==> src/rtl/core/cr_pkg.sv <==
// package for the circle rasterizer: widths, sequencer opcodes and control program
`default_nettype none
package cr_pkg;

	localparam int RADIUS_BITS_DEF = 12;
	localparam int CENTER_W = 14;
	localparam int RADIUS_W = 12;
	localparam int COORD_W = 15;
	localparam int SW = 5;

	typedef enum logic [2:0] {
		OP_WAIT,
		OP_NONE,
		OP_INC,
		OP_SQ,
		OP_CMP,
		OP_BR,
		OP_EMIT
	} op_t;

	typedef struct packed {
		op_t           op;
		logic [SW-1:0] nxt;
		logic [SW-1:0] alt;
		logic          xo_ty;
		logic          x_neg;
		logic          span;
		logic          yo_tx;
		logic          y_neg;
		logic          last;
	} cw_t;

	localparam logic [SW-1:0] S_WAIT  = 5'd0;
	localparam logic [SW-1:0] S_NONE  = 5'd1;
	localparam logic [SW-1:0] S_INC   = 5'd2;
	localparam logic [SW-1:0] S_SQ    = 5'd3;
	localparam logic [SW-1:0] S_CMP   = 5'd4;
	localparam logic [SW-1:0] S_BR    = 5'd5;
	localparam logic [SW-1:0] S_OUT0  = 5'd6;
	localparam logic [SW-1:0] S_FILL0 = 5'd14;

	function automatic cw_t cw_make(input op_t op, input logic [SW-1:0] nxt,
			input logic [SW-1:0] alt);
		cw_t c;
		c = '0;
		c.op = op;
		c.nxt = nxt;
		c.alt = alt;
		return c;
	endfunction

	function automatic cw_t cw_emit(input logic xo_ty, input logic x_neg, input logic span,
			input logic yo_tx, input logic y_neg, input logic last, input logic [SW-1:0] nxt);
		cw_t c;
		c = cw_make(OP_EMIT, nxt, S_WAIT);
		c.xo_ty = xo_ty;
		c.x_neg = x_neg;
		c.span = span;
		c.yo_tx = yo_tx;
		c.y_neg = y_neg;
		c.last = last;
		return c;
	endfunction

	function automatic cw_t cw_rom(input logic [SW-1:0] s);
		cw_t c;
		case (s)
			5'd0:  c = cw_make(OP_WAIT, S_INC, S_NONE);
			5'd1:  c = cw_make(OP_NONE, S_WAIT, S_WAIT);
			5'd2:  c = cw_make(OP_INC, S_SQ, S_SQ);
			5'd3:  c = cw_make(OP_SQ, S_CMP, S_CMP);
			5'd4:  c = cw_make(OP_CMP, S_BR, S_SQ);
			5'd5:  c = cw_make(OP_BR, S_OUT0, S_FILL0);
			// outline: eight points
			5'd6:  c = cw_emit(1'b0, 1'b0, 1'b0, 1'b0, 1'b0, 1'b0, 5'd7);
			5'd7:  c = cw_emit(1'b0, 1'b0, 1'b0, 1'b0, 1'b1, 1'b0, 5'd8);
			5'd8:  c = cw_emit(1'b0, 1'b1, 1'b0, 1'b0, 1'b0, 1'b0, 5'd9);
			5'd9:  c = cw_emit(1'b0, 1'b1, 1'b0, 1'b0, 1'b1, 1'b0, 5'd10);
			5'd10: c = cw_emit(1'b1, 1'b0, 1'b0, 1'b1, 1'b0, 1'b0, 5'd11);
			5'd11: c = cw_emit(1'b1, 1'b0, 1'b0, 1'b1, 1'b1, 1'b0, 5'd12);
			5'd12: c = cw_emit(1'b1, 1'b1, 1'b0, 1'b1, 1'b0, 1'b0, 5'd13);
			5'd13: c = cw_emit(1'b1, 1'b1, 1'b0, 1'b1, 1'b1, 1'b1, S_WAIT);
			// filled: four spans
			5'd14: c = cw_emit(1'b0, 1'b0, 1'b1, 1'b0, 1'b0, 1'b0, 5'd15);
			5'd15: c = cw_emit(1'b0, 1'b0, 1'b1, 1'b0, 1'b1, 1'b0, 5'd16);
			5'd16: c = cw_emit(1'b1, 1'b0, 1'b1, 1'b1, 1'b0, 1'b0, 5'd17);
			5'd17: c = cw_emit(1'b1, 1'b0, 1'b1, 1'b1, 1'b1, 1'b1, S_WAIT);
			default: c = cw_make(OP_WAIT, S_WAIT, S_WAIT);
		endcase
		return c;
	endfunction

endpackage
`default_nettype wire

==> src/rtl/core/cr_in_if.sv <==
// input channel of the circle rasterizer
`default_nettype none
interface cr_in_if;
	import cr_pkg::*;
	logic                       valid;
	logic                       ready;
	logic                       func;
	logic signed [CENTER_W-1:0] center_x;
	logic signed [CENTER_W-1:0] center_y;
	logic [RADIUS_W-1:0]        radius;
	logic                       filled;

	modport source (output valid, output func, output center_x, output center_y,
		output radius, output filled, input ready);
	modport sink (input valid, input func, input center_x, input center_y,
		input radius, input filled, output ready);
endinterface
`default_nettype wire

==> src/rtl/core/cr_out_if.sv <==
// output channel of the circle rasterizer
`default_nettype none
interface cr_out_if;
	import cr_pkg::*;
	logic                      valid;
	logic                      ready;
	logic signed [COORD_W-1:0] x_left;
	logic signed [COORD_W-1:0] x_right;
	logic signed [COORD_W-1:0] row_y;
	logic                      last_of_group;
	logic                      circle_finished;
	logic                      nothing_drawn;

	modport source (output valid, output x_left, output x_right, output row_y,
		output last_of_group, output circle_finished, output nothing_drawn, input ready);
	modport sink (input valid, input x_left, input x_right, input row_y,
		input last_of_group, input circle_finished, input nothing_drawn, output ready);
endinterface
`default_nettype wire

==> src/rtl/core/cr_coord.sv <==
// coordinate datapath: one point or span from center, offsets and control word
`default_nettype none
module cr_coord #(
	parameter int R = cr_pkg::RADIUS_BITS_DEF
) (
	input  cr_pkg::cw_t                          cw,
	input  logic signed [cr_pkg::CENTER_W-1:0]   cx,
	input  logic signed [cr_pkg::CENTER_W-1:0]   cy,
	input  logic [R-1:0]                         tx,
	input  logic [R-1:0]                         ty,
	output logic signed [cr_pkg::COORD_W-1:0]    x_left,
	output logic signed [cr_pkg::COORD_W-1:0]    x_right,
	output logic signed [cr_pkg::COORD_W-1:0]    row_y
);
	import cr_pkg::*;

	localparam int EW = COORD_W + 1;

	logic [R-1:0]  a;
	logic [R-1:0]  b;
	logic [EW-1:0] a_e;
	logic [EW-1:0] b_e;
	logic [EW-1:0] cx_e;
	logic [EW-1:0] cy_e;
	logic [EW-1:0] x_plus;
	logic [EW-1:0] x_minus;
	logic [EW-1:0] y_val;

	always_comb begin
		a = cw.xo_ty ? ty : tx;
		b = cw.yo_tx ? tx : ty;
		a_e = {{(EW-R){1'b0}}, a};
		b_e = {{(EW-R){1'b0}}, b};
		cx_e = {{(EW-CENTER_W){cx[CENTER_W-1]}}, cx};
		cy_e = {{(EW-CENTER_W){cy[CENTER_W-1]}}, cy};
		x_plus = cx_e + a_e;
		x_minus = cx_e - a_e;
		y_val = cw.y_neg ? (cy_e - b_e) : (cy_e + b_e);
		if (cw.span) begin
			x_left = x_minus[COORD_W-1:0];
			x_right = x_plus[COORD_W-1:0];
		end else if (cw.x_neg) begin
			x_left = x_minus[COORD_W-1:0];
			x_right = x_minus[COORD_W-1:0];
		end else begin
			x_left = x_plus[COORD_W-1:0];
			x_right = x_plus[COORD_W-1:0];
		end
		row_y = y_val[COORD_W-1:0];
	end
endmodule
`default_nettype wire

==> src/rtl/core/circle_rasterizer.sv <==
// circle rasterizer top level: microcoded sequencer, state registers, output register
// start item: taken while the sequencer waits, no result
// advance item: taken, then the update steps INC, SQ, CMP (SQ and CMP again per major offset
//   decrement) and BR, then one result per cycle while output is free: 8 outline, 4 filled
// advance with no circle: one empty result via the NONE step, then the next item is taken
// arst_n clears the sequencer, all circle state and the output valid at once
`default_nettype none
module circle_rasterizer #(
	parameter int RADIUS_BITS = cr_pkg::RADIUS_BITS_DEF
) (
	input  logic     clk,
	input  logic     arst_n,
	cr_in_if.sink    req,
	cr_out_if.source rsp
);
	import cr_pkg::*;

	localparam int R = RADIUS_BITS;

	logic [SW-1:0]              step_q;
	logic signed [CENTER_W-1:0] cx_q;
	logic signed [CENTER_W-1:0] cy_q;
	logic [2*R-1:0]             rr_q;
	logic [R-1:0]               tx_q;
	logic [R-1:0]               ty_q;
	logic                       fill_q;
	logic                       active_q;
	logic [R-1:0]               txn_q;
	logic [R-1:0]               tyn_q;
	logic [2*R-1:0]             sqx_q;
	logic [2*R-1:0]             sqy_q;
	logic                       done_q;
	logic                       out_valid_q;
	logic signed [COORD_W-1:0]  xl_q;
	logic signed [COORD_W-1:0]  xr_q;
	logic signed [COORD_W-1:0]  y_q;
	logic                       last_q;
	logic                       fin_q;
	logic                       none_q;

	cw_t                        cw;
	logic [R-1:0]               r;
	logic [2*R:0]               sum;
	logic                       shrink;
	logic                       out_free;
	logic                       out_load;
	logic signed [COORD_W-1:0]  xl_c;
	logic signed [COORD_W-1:0]  xr_c;
	logic signed [COORD_W-1:0]  y_c;

	generate
		if (R <= RADIUS_W) begin : g_rtrunc
			assign r = req.radius[R-1:0];
		end else begin : g_rext
			assign r = {{(R-RADIUS_W){1'b0}}, req.radius};
		end
	endgenerate

	assign cw = cw_rom(step_q);
	assign sum = {1'b0, sqx_q} + {1'b0, sqy_q};
	assign shrink = (txn_q != '0) && (sum > {1'b0, rr_q});
	assign out_free = !out_valid_q || rsp.ready;
	assign out_load = ((cw.op == OP_NONE) || (cw.op == OP_EMIT)) && out_free;
	assign req.ready = (cw.op == OP_WAIT);

	cr_coord #(.R(R)) u_coord (
		.cw      (cw),
		.cx      (cx_q),
		.cy      (cy_q),
		.tx      (tx_q),
		.ty      (ty_q),
		.x_left  (xl_c),
		.x_right (xr_c),
		.row_y   (y_c)
	);

	always_ff @(posedge clk or negedge arst_n) begin
		if (!arst_n) begin
			step_q <= S_WAIT;
			cx_q <= '0;
			cy_q <= '0;
			rr_q <= '0;
			tx_q <= '0;
			ty_q <= '0;
			fill_q <= 1'b0;
			active_q <= 1'b0;
			done_q <= 1'b0;
			out_valid_q <= 1'b0;
		end else begin
			if (out_load) begin
				out_valid_q <= 1'b1;
			end else if (rsp.ready) begin
				out_valid_q <= 1'b0;
			end
			case (cw.op)
				OP_WAIT: begin
					if (req.valid) begin
						if (!req.func) begin
							cx_q <= req.center_x;
							cy_q <= req.center_y;
							fill_q <= req.filled;
							rr_q <= {{R{1'b0}}, r} * {{R{1'b0}}, r};
							ty_q <= '0;
							if (r == '0) begin
								tx_q <= '0;
								active_q <= 1'b0;
							end else begin
								tx_q <= r - {{(R-1){1'b0}}, 1'b1};
								active_q <= 1'b1;
							end
						end else if (active_q) begin
							step_q <= cw.nxt;
						end else begin
							step_q <= cw.alt;
						end
					end
				end
				OP_NONE: begin
					if (out_free) begin
						step_q <= cw.nxt;
					end
				end
				OP_INC: step_q <= cw.nxt;
				OP_SQ: step_q <= cw.nxt;
				OP_CMP: step_q <= shrink ? cw.alt : cw.nxt;
				OP_BR: begin
					done_q <= tyn_q > txn_q;
					step_q <= fill_q ? cw.alt : cw.nxt;
				end
				OP_EMIT: begin
					if (out_free) begin
						step_q <= cw.nxt;
						if (cw.last) begin
							tx_q <= txn_q;
							ty_q <= tyn_q;
							active_q <= !done_q;
						end
					end
				end
				default: step_q <= S_WAIT;
			endcase
		end
	end

	// working registers and output payload
	always_ff @(posedge clk) begin
		case (cw.op)
			OP_INC: begin
				tyn_q <= ty_q + {{(R-1){1'b0}}, 1'b1};
				txn_q <= tx_q;
			end
			OP_SQ: begin
				sqx_q <= {{R{1'b0}}, txn_q} * {{R{1'b0}}, txn_q};
				sqy_q <= {{R{1'b0}}, tyn_q} * {{R{1'b0}}, tyn_q};
			end
			OP_CMP: begin
				if (shrink) begin
					txn_q <= txn_q - {{(R-1){1'b0}}, 1'b1};
				end
			end
			OP_NONE: begin
				if (out_free) begin
					xl_q <= '0;
					xr_q <= '0;
					y_q <= '0;
					last_q <= 1'b1;
					fin_q <= 1'b1;
					none_q <= 1'b1;
				end
			end
			OP_EMIT: begin
				if (out_free) begin
					xl_q <= xl_c;
					xr_q <= xr_c;
					y_q <= y_c;
					last_q <= cw.last;
					fin_q <= done_q;
					none_q <= 1'b0;
				end
			end
			default: begin
			end
		endcase
	end

	assign rsp.valid = out_valid_q;
	assign rsp.x_left = xl_q;
	assign rsp.x_right = xr_q;
	assign rsp.row_y = y_q;
	assign rsp.last_of_group = last_q;
	assign rsp.circle_finished = fin_q;
	assign rsp.nothing_drawn = none_q;

`ifndef SYNTHESIS
	a_active_order: assert property (@(posedge clk) disable iff (!arst_n)
		active_q |-> (ty_q <= tx_q))
		else $error("active circle with minor offset above major");

	a_dispatch: assert property (@(posedge clk) disable iff (!arst_n)
		(req.valid && req.ready && req.func && active_q) |=> (step_q == S_INC))
		else $error("advance on active circle did not start update");

	a_shrink: assert property (@(posedge clk) disable iff (!arst_n)
		(cw.op == OP_CMP && shrink) |=> (txn_q == $past(txn_q) - {{(R-1){1'b0}}, 1'b1}))
		else $error("major offset decrement lost");

	a_none_zero: assert property (@(posedge clk) disable iff (!arst_n)
		(rsp.valid && rsp.nothing_drawn) |->
			(rsp.x_left == '0 && rsp.x_right == '0 && rsp.row_y == '0 && rsp.last_of_group))
		else $error("empty result with coordinates");
`endif
endmodule
`default_nettype wire

==> src/flat_wrapper.sv <==
// flat-port wrapper written by rule: the top's interface ports become plain ports
module circle_rasterizer_flat import cr_pkg::*;
#(
	parameter int RADIUS_BITS = cr_pkg::RADIUS_BITS_DEF
)
  (clk, arst_n, req_valid, req_func, req_center_x, req_center_y, req_radius, req_filled, req_ready, rsp_valid, rsp_x_left, rsp_x_right, rsp_row_y, rsp_last_of_group, rsp_circle_finished, rsp_nothing_drawn, rsp_ready);
  cr_in_if req_i ();
  cr_out_if rsp_i ();
  input  logic clk;
  input  logic arst_n;
  input wire logic [$bits(req_i.valid)-1:0] req_valid;
  input wire logic [$bits(req_i.func)-1:0] req_func;
  input wire logic [$bits(req_i.center_x)-1:0] req_center_x;
  input wire logic [$bits(req_i.center_y)-1:0] req_center_y;
  input wire logic [$bits(req_i.radius)-1:0] req_radius;
  input wire logic [$bits(req_i.filled)-1:0] req_filled;
  output wire logic [$bits(req_i.ready)-1:0] req_ready;
  output wire logic [$bits(rsp_i.valid)-1:0] rsp_valid;
  output wire logic [$bits(rsp_i.x_left)-1:0] rsp_x_left;
  output wire logic [$bits(rsp_i.x_right)-1:0] rsp_x_right;
  output wire logic [$bits(rsp_i.row_y)-1:0] rsp_row_y;
  output wire logic [$bits(rsp_i.last_of_group)-1:0] rsp_last_of_group;
  output wire logic [$bits(rsp_i.circle_finished)-1:0] rsp_circle_finished;
  output wire logic [$bits(rsp_i.nothing_drawn)-1:0] rsp_nothing_drawn;
  input wire logic [$bits(rsp_i.ready)-1:0] rsp_ready;
  assign req_i.valid = req_valid;
  assign req_i.func = req_func;
  assign req_i.center_x = req_center_x;
  assign req_i.center_y = req_center_y;
  assign req_i.radius = req_radius;
  assign req_i.filled = req_filled;
  assign req_ready = req_i.ready;
  assign rsp_valid = rsp_i.valid;
  assign rsp_x_left = rsp_i.x_left;
  assign rsp_x_right = rsp_i.x_right;
  assign rsp_row_y = rsp_i.row_y;
  assign rsp_last_of_group = rsp_i.last_of_group;
  assign rsp_circle_finished = rsp_i.circle_finished;
  assign rsp_nothing_drawn = rsp_i.nothing_drawn;
  assign rsp_i.ready = rsp_ready;
  circle_rasterizer #(.RADIUS_BITS(RADIUS_BITS)) u_core (.clk(clk), .arst_n(arst_n), .req(req_i), .rsp(rsp_i));
endmodule
==> config.mk <==
export PLATFORM = sky130hd
export DESIGN_NAME = circle_rasterizer_flat
export DESIGN_NICKNAME = d
export VERILOG_FILES = /design/src/rtl/core/cr_pkg.sv /design/src/rtl/core/cr_in_if.sv /design/src/rtl/core/cr_out_if.sv /design/src/rtl/core/cr_coord.sv /design/src/rtl/core/circle_rasterizer.sv /design/src/flat_wrapper.sv
export SDC_FILE = /design/constraint.sdc
export NUM_CORES = 1
export LEC_CHECK = 0
export BUFFER_PORTS_ARGS = -buffer_cell sky130_fd_sc_hd__buf_2
export CELL_PAD_IN_SITES_DETAIL_PLACEMENT = 2
export CELL_PAD_IN_SITES_GLOBAL_PLACEMENT = 2
export CORE_AREA = 2 2 266 268
export CTS_CLUSTER_DIAMETER = 30
export DETAILED_ROUTE_END_ITERATION = 8
export DIE_AREA = 0 0 268 270
export MAX_ROUTING_LAYER = met4
export PLACE_DENSITY_LB_ADDON = 0.1
export SLEW_MARGIN = 20
export SYNTH_ARGS = -nofsm -noshare
export SYNTH_HDL_FRONTEND = slang
export SYNTH_HIERARCHICAL = 1
export SYNTH_SLANG_ARGS = --single-unit
==> constraint.sdc <==
create_clock -name clk -period 5.49 [get_ports clk]
set_input_delay 1.098 -clock clk [delete_from_list [all_inputs] [get_ports clk]]
set_output_delay 1.098 -clock clk [all_outputs]
set_load 0.02 [all_outputs]
==> results of run 1 <==
==> cell usage in the layout, fill, tap and decap left out, types with 33 or more instances in the layout <==
cell,instances
nor3_1,40
nor2_1,137
mux2_2,37
buf_4,315
buf_6,33
dfrtp_1,84
nand2_1,186
xor2_1,48
ha_1,258
fa_1,222
mux2i_1,38
inv_2,48
inv_1,396
a21oi_1,99
buf_2,84
clkbuf_16,70
edfxtp_1,118
and2_1,120
a21o_1,37
o21ai_0,80
xnor2_1,98
==> state kept, by name, indices dropped and copies added, names as in the netlist, 5 cells and up <==
signal	flops
u_core/ty_q	12
u_core/cx_q	14
u_core/rsp.row_y	15
u_core/tx_q	12
u_core/sqx_q	23
u_core/sqy_q	23
u_core/cy_q	14
u_core/rr_q	23
u_core/step_q	5
u_core/txn_q	12
u_core/tyn_q	12
u_core/rsp.x_right	15
u_core/rsp.x_left	15
==> stage by stage <==
stage / util / TNS (ns)
after floorplan: - / -1.60
after global placement: 0.397 / -9.03
after detailed placement: 0.398 / -11.32
after CTS: 0.442 / -1.40
after global routing: 0.455 / -4.51
final: 0.455 / -1.46
==> tightest hold or removal path, stage by stage (launching register included) <==
cell     delay, ns
dfrtp_1       0.33
nand2_1       0.05
o31ai_1       0.06
==> metal layers <==
metal / track usage / share of wire / up-vias
met3: 0.0274 / 0.020 / 119
met5: - / 0 / -
li1: - / - / 9277
met1: 0.295 / 0.43 / 10200
met2: 0.426 / 0.52 / 261
met4: 0.0759 / 0.029 / 0
==> layout make-up <==
type	instances	area, µm²	area share
clock buffers	96	1900	0.0600
repair buffers	441	3310	0.105
flip-flops and latches	202	5650	0.178
multi-input cells	1835	17400	0.550
clock inverters	29	480	0.0152
inverters	452	1720	0.0543
well taps	940	1180	0.0372
==> final timing paths <==
kind,to,slack (ns),from,depth (start not counted)
setup reg to reg,u_core/sqy_q[23]$_DFFE_PN_,-0.32,u_core/tyn_q[6]$_DFFE_PP_,21
min in group asynchronous,u_core/cx_q[2]$_DFFE_PN0P_,0.57,arst_n,1
hold reg to reg,u_core/rr_q[15]$_DFFE_PN0P_,0.49,u_core/rr_q[15]$_DFFE_PN0P_,2
hold / removal,u_core/rr_q[15]$_DFFE_PN0P_,0.49,u_core/rr_q[15]$_DFFE_PN0P_,2
max in group asynchronous,u_core/active_q$_DFFE_PN0P_,3.84,arst_n,2
setup / recovery,u_core/sqy_q[23]$_DFFE_PN_,-0.32,u_core/tyn_q[6]$_DFFE_PP_,21
==> what timing repair did <==
| item | CTS | global route |
|---|---|---|
| setup buffers | 39 | 37 |
| resized for setup | 107 | 191 |
| endpoints found under the setup margin | 25 | 44 |
| hold endpoints to repair | 0 | 0 |
| pin swaps | 57 | 86 |
==> flow_summary.toml, run 1 <==
[job]
cap_violations = 0

[routing]
drtAntennaViolNets = 0
drtIter0Drc = 679
drc = 0
first_pass_iters = 5
wl_per_cell_um = 21.4
vias = 19900
vias_per_cell = 4.98
drt-total-wl_um = 85500

[clock_tree]
cts_root_buf = "clkbuf_16"
cts.sinks = 202
clk_path_buf_depth = 3
clock_latency_ns = 0.60
ctsHtreeMaxLevel = 3
postCtsHoldBufs = 0
cts_made_buffers = 69
cts_tree = "built"
path_clk_slew_ns = 0.04

[finish]
layout.cells.non_filler = 3995
syn_to_final_growth_pct = 31.5
final_area_um2 = 31700
nets = 3569
layout-drive-gt1-share = 0.270
fillCellCount = 7373
diodes = 0

[floorplan]
coreArea_um2 = 69500
die_area_um2 = 72400
die_w_um = 268
dieHeight_um = 270
placementRows = 97
io_pins = 96
start_util = 0.346

[synthesis]
syn-num-nets = 3146
syn_inst = 2578
synth_area_um2 = 24100
yosys_warnings = 6
syn_avg_cell_area_um2 = 9.34

[global_routing]
grt_max_degree = 79
grt.total_usage = 0.244
grt_pass1_vias = 23300
grt_pass1_wl_um = 133000
grt_overflow = 0
antenna_found_initial = 1

[timing]
finalSetupViolations = 7
finalCritPeriodShare = 1.06
fin_hold_ws_ns = 0.490
slew_violations = 0
layout_min_cycle_time_ns = 5.81
hold_violations = 0
max_slew_margin = 0.472
skew_ns = 0.0394
setup_ws_ns = -0.322
tightestPinTransition_ns = 0.792
max_freq_mhz = 172
rsz0062_at_grt = "yes"

[critical_path]
worstPathArrival_ns = 6.13
path_class = "register to register"
critPathMaxStageDelay_ns = 0.54
slowest_stage = "edfxtp_1"
end_kind = "register"
critPathLaunchType = "register"
crit_chain = "buf_4 -> and2_1 -> fa_1 -> inv_1 -> fa_1 -> inv_1 -> ha_1 -> inv_1 -> fa_1 -> inv_1 -> fa_1 -> ha_1 -> o211ai_1 -> nand2_1 -> a32oi_4 -> nand3_2 -> a2111oi_4 -> nor3_2 -> or3_1 -> a21oi_2 -> xnor2_1"
crit_family = "adder cells"
critPathBufInv = 5
cp.required_ns = 5.81
path_max_fanout = 5

[placed_design]
dp_slack_ns = -0.704
placed_cell_area_um2 = 27600
place_hpwl_um = 65500
dp.cells = 3800
numPortBuffers = 95
gp_congestion = 0.866

[run_status]
violations = "negative setup slack"
outcome = "complete, but fails checks"

[worst_hold_path]
hold_class = "register to register"
Power of run 1 is left out: the tool's default activity adds up to more than one toggle a clock period on the data nets, which glitch-free logic cannot reach.
==> run 2: changes to the inputs <==
--- a/config.mk
+++ b/config.mk
@@ -8,10 +8,10 @@
 export BUFFER_PORTS_ARGS = -buffer_cell sky130_fd_sc_hd__buf_2
 export CELL_PAD_IN_SITES_DETAIL_PLACEMENT = 2
 export CELL_PAD_IN_SITES_GLOBAL_PLACEMENT = 2
-export CORE_AREA = 2 2 266 268
+export CORE_AREA = 2 2 254 281
 export CTS_CLUSTER_DIAMETER = 30
 export DETAILED_ROUTE_END_ITERATION = 8
-export DIE_AREA = 0 0 268 270
+export DIE_AREA = 0 0 256 283
 export MAX_ROUTING_LAYER = met4
 export PLACE_DENSITY_LB_ADDON = 0.1
 export SLEW_MARGIN = 20
==> run 2 against run 1 <==
  * The run still ends with negative setup slack left
  * Sequential cell count unchanged
  * Sequential share of layout area increased by 0.40 points
  * Register-to-register slack better by 0.09 ns
  * Worst setup slack better by 0.089 ns
  * Global-route usage is 1.3 points lower
  * Non-clock buffer count down 17
  * Cell count down 0.78%
  * Clock skew rose by 0.011 ns
  * Critical endpoint unchanged
  * Highest routed layer unchanged
==> flow_summary.toml, run 2 (synthesis results as in run 1) <==
[clock_tree]
ctsHtreeMaxLevel = 2
clk_path_buf_depth = 3
clock_latency_ns = 0.63
cts_made_buffers = 61
cts_tree = "built"
cts.sinks = 202
cts_root_buf = "clkbuf_16"
path_clk_slew_ns = 0.04

[global_routing]
antenna_found_initial = 0
grt_pass1_wl_um = 129000
grt_overflow = 0
grt_pass1_vias = 23100
grt_max_degree = 49
grt.total_usage = 0.232

[timing]
tightestPinTransition_ns = 0.863
slew_violations = 0
max_freq_mhz = 175
skew_ns = 0.0506
finalSetupViolations = 7
max_slew_margin = 0.423
layout_min_cycle_time_ns = 5.72
rsz0062_at_grt = "yes"
finalCritPeriodShare = 1.04
hold_violations = 0
setup_ws_ns = -0.232

[finish]
final_common_cell = "inv_1"
fin_util = 0.443
layout-drive-gt1-share = 0.251
syn_to_final_growth_pct = 28.6
final_cell_mix = "414 x inv_1, 312 x buf_4, 266 x ha_1"
nets = 3544
largestRegisters = "u_core/rr_q x23, u_core/sqx_q x23, u_core/sqy_q x23"
fillCellCount = 7474
diodes = 0

[critical_path]
critPathLaunch = "u_core/tyn_q[7]$_DFFE_PP_"
path_max_fanout = 5
worstPathArrival_ns = 6.09
reg2reg_from = "u_core/tyn_q[7]$_DFFE_PP_"
cp.required_ns = 5.86
rr_endpoint = "u_core/sqy_q[23]$_DFFE_PN_"
end_kind = "register"
reg2regPathDepth = 18
path_class = "register to register"
critPathLaunchType = "register"
r2r_slack_ns = -0.23

[routing]
wl_per_cell_um = 20.3
drt-total-wl_um = 80300
first_pass_iters = 4
drc = 0
drtIter0Drc = 607
drtAntennaViolNets = 0
vias_per_cell = 4.94
vias = 19600

[placed_design]
dp_slack_ns = -0.666
numPortBuffers = 95
gp_congestion = 0.837
place_hpwl_um = 64200

[floorplan]
io_pins = 96
die_area_um2 = 72400
coreArea_um2 = 69800
placementRows = 102
dieHeight_um = 283
start_util = 0.345
die_w_um = 256

[run_status]
outcome = "complete, but fails checks"
violations = "negative setup slack"

[worst_hold_path]
hold_class = "register to register"
min_to = "u_core/rr_q[10]$_DFFE_PN0P_"
min_path_cells = 2
hp-start = "u_core/rr_q[10]$_DFFE_PN0P_"

[job]
cap_violations = 0
[run 2: worst max-delay path, stage by stage (launching register included)]
cell and delay (ns):
edfxtp_1 0.49, nand2_1 0.13, fa_2 0.60, inv_2 0.05, fa_1 0.47, fa_1 0.55
fa_1 0.51, inv_1 0.06, fa_1 0.49, inv_1 0.05, ha_2 0.18, or4_4 0.50
a32oi_4 0.25, nand3_2 0.13, a2111oi_4 0.37, nor3_2 0.08, or3_1 0.33, a21oi_2 0.15
xnor2_1 0.08
[run 2: stage by stage]
| step | instance area [µm²] | hold WS (ns) | TNS [ns] | std cells |
|---|---|---|---|---|
| floorplan | 24300 | 0.448 | -1.60 | 2578 |
| global placement | 27700 | 0.472 | -6.39 | 3802 |
| detailed placement | 27700 | 0.478 | -9.71 | 3802 |
| CTS | 30400 | 0.488 | -0.828 | 3943 |
| global route | 31000 | 0.504 | -3.36 | 3964 |
| finish | 31000 | 0.481 | -0.871 | 3964 |
[run 2: how the worst max path moves through the flow]
stage | to | slack, ns | cells after the start
2_1_floorplan | u_core/rr_q[23]$_DFFE_PN0P_ | -0.25 | 21
3_3_place_gp | u_core/rr_q[19]$_DFFE_PN0P_ | -0.51 | 20
3_5_place_dp | u_core/rr_q[19]$_DFFE_PN0P_ | -0.67 | 20
4_1_cts | u_core/sqy_q[23]$_DFFE_PN_ | -0.33 | 21
5_1_grt | u_core/sqy_q[23]$_DFFE_PN_ | -0.50 | 21
6_report | u_core/sqy_q[23]$_DFFE_PN_ | -0.23 | 18
[run 2: what timing repair did]
| action | 4_1_cts | 5_1_grt |
|---|---|---|
| hold buffers | 0 | 0 |
| gates resized for setup | 70 | 135 |
| cloned | 0 | 0 |
| pin swaps | 35 | 80 |
| endpoints found under the setup margin | 28 | 41 |
| buffers inserted | 27 | 24 |
[run 2: metal layers]
| metal | share of wire | track usage |
|---|---|---|
| met5 | 0 | - |
| met4 | 0.031 | 0.0706 |
| met3 | 0.023 | 0.0244 |
| met2 | 0.52 | 0.415 |
| met1 | 0.42 | 0.272 |
[run 2: cell type report]
type                            instances  area (µm²)  share of cell area
Clock buffer                           66        1550              0.0499
Clock inverter                         49         663              0.0214
Inverter                              452        1710              0.0553
Multi-Input combinational cell       1835       17100               0.553
Sequential cell                       202        5650               0.182
Tap cell                              936        1170              0.0378
Timing Repair Buffer                  424        3100               0.100
Power of run 2 is left out for the same reason.
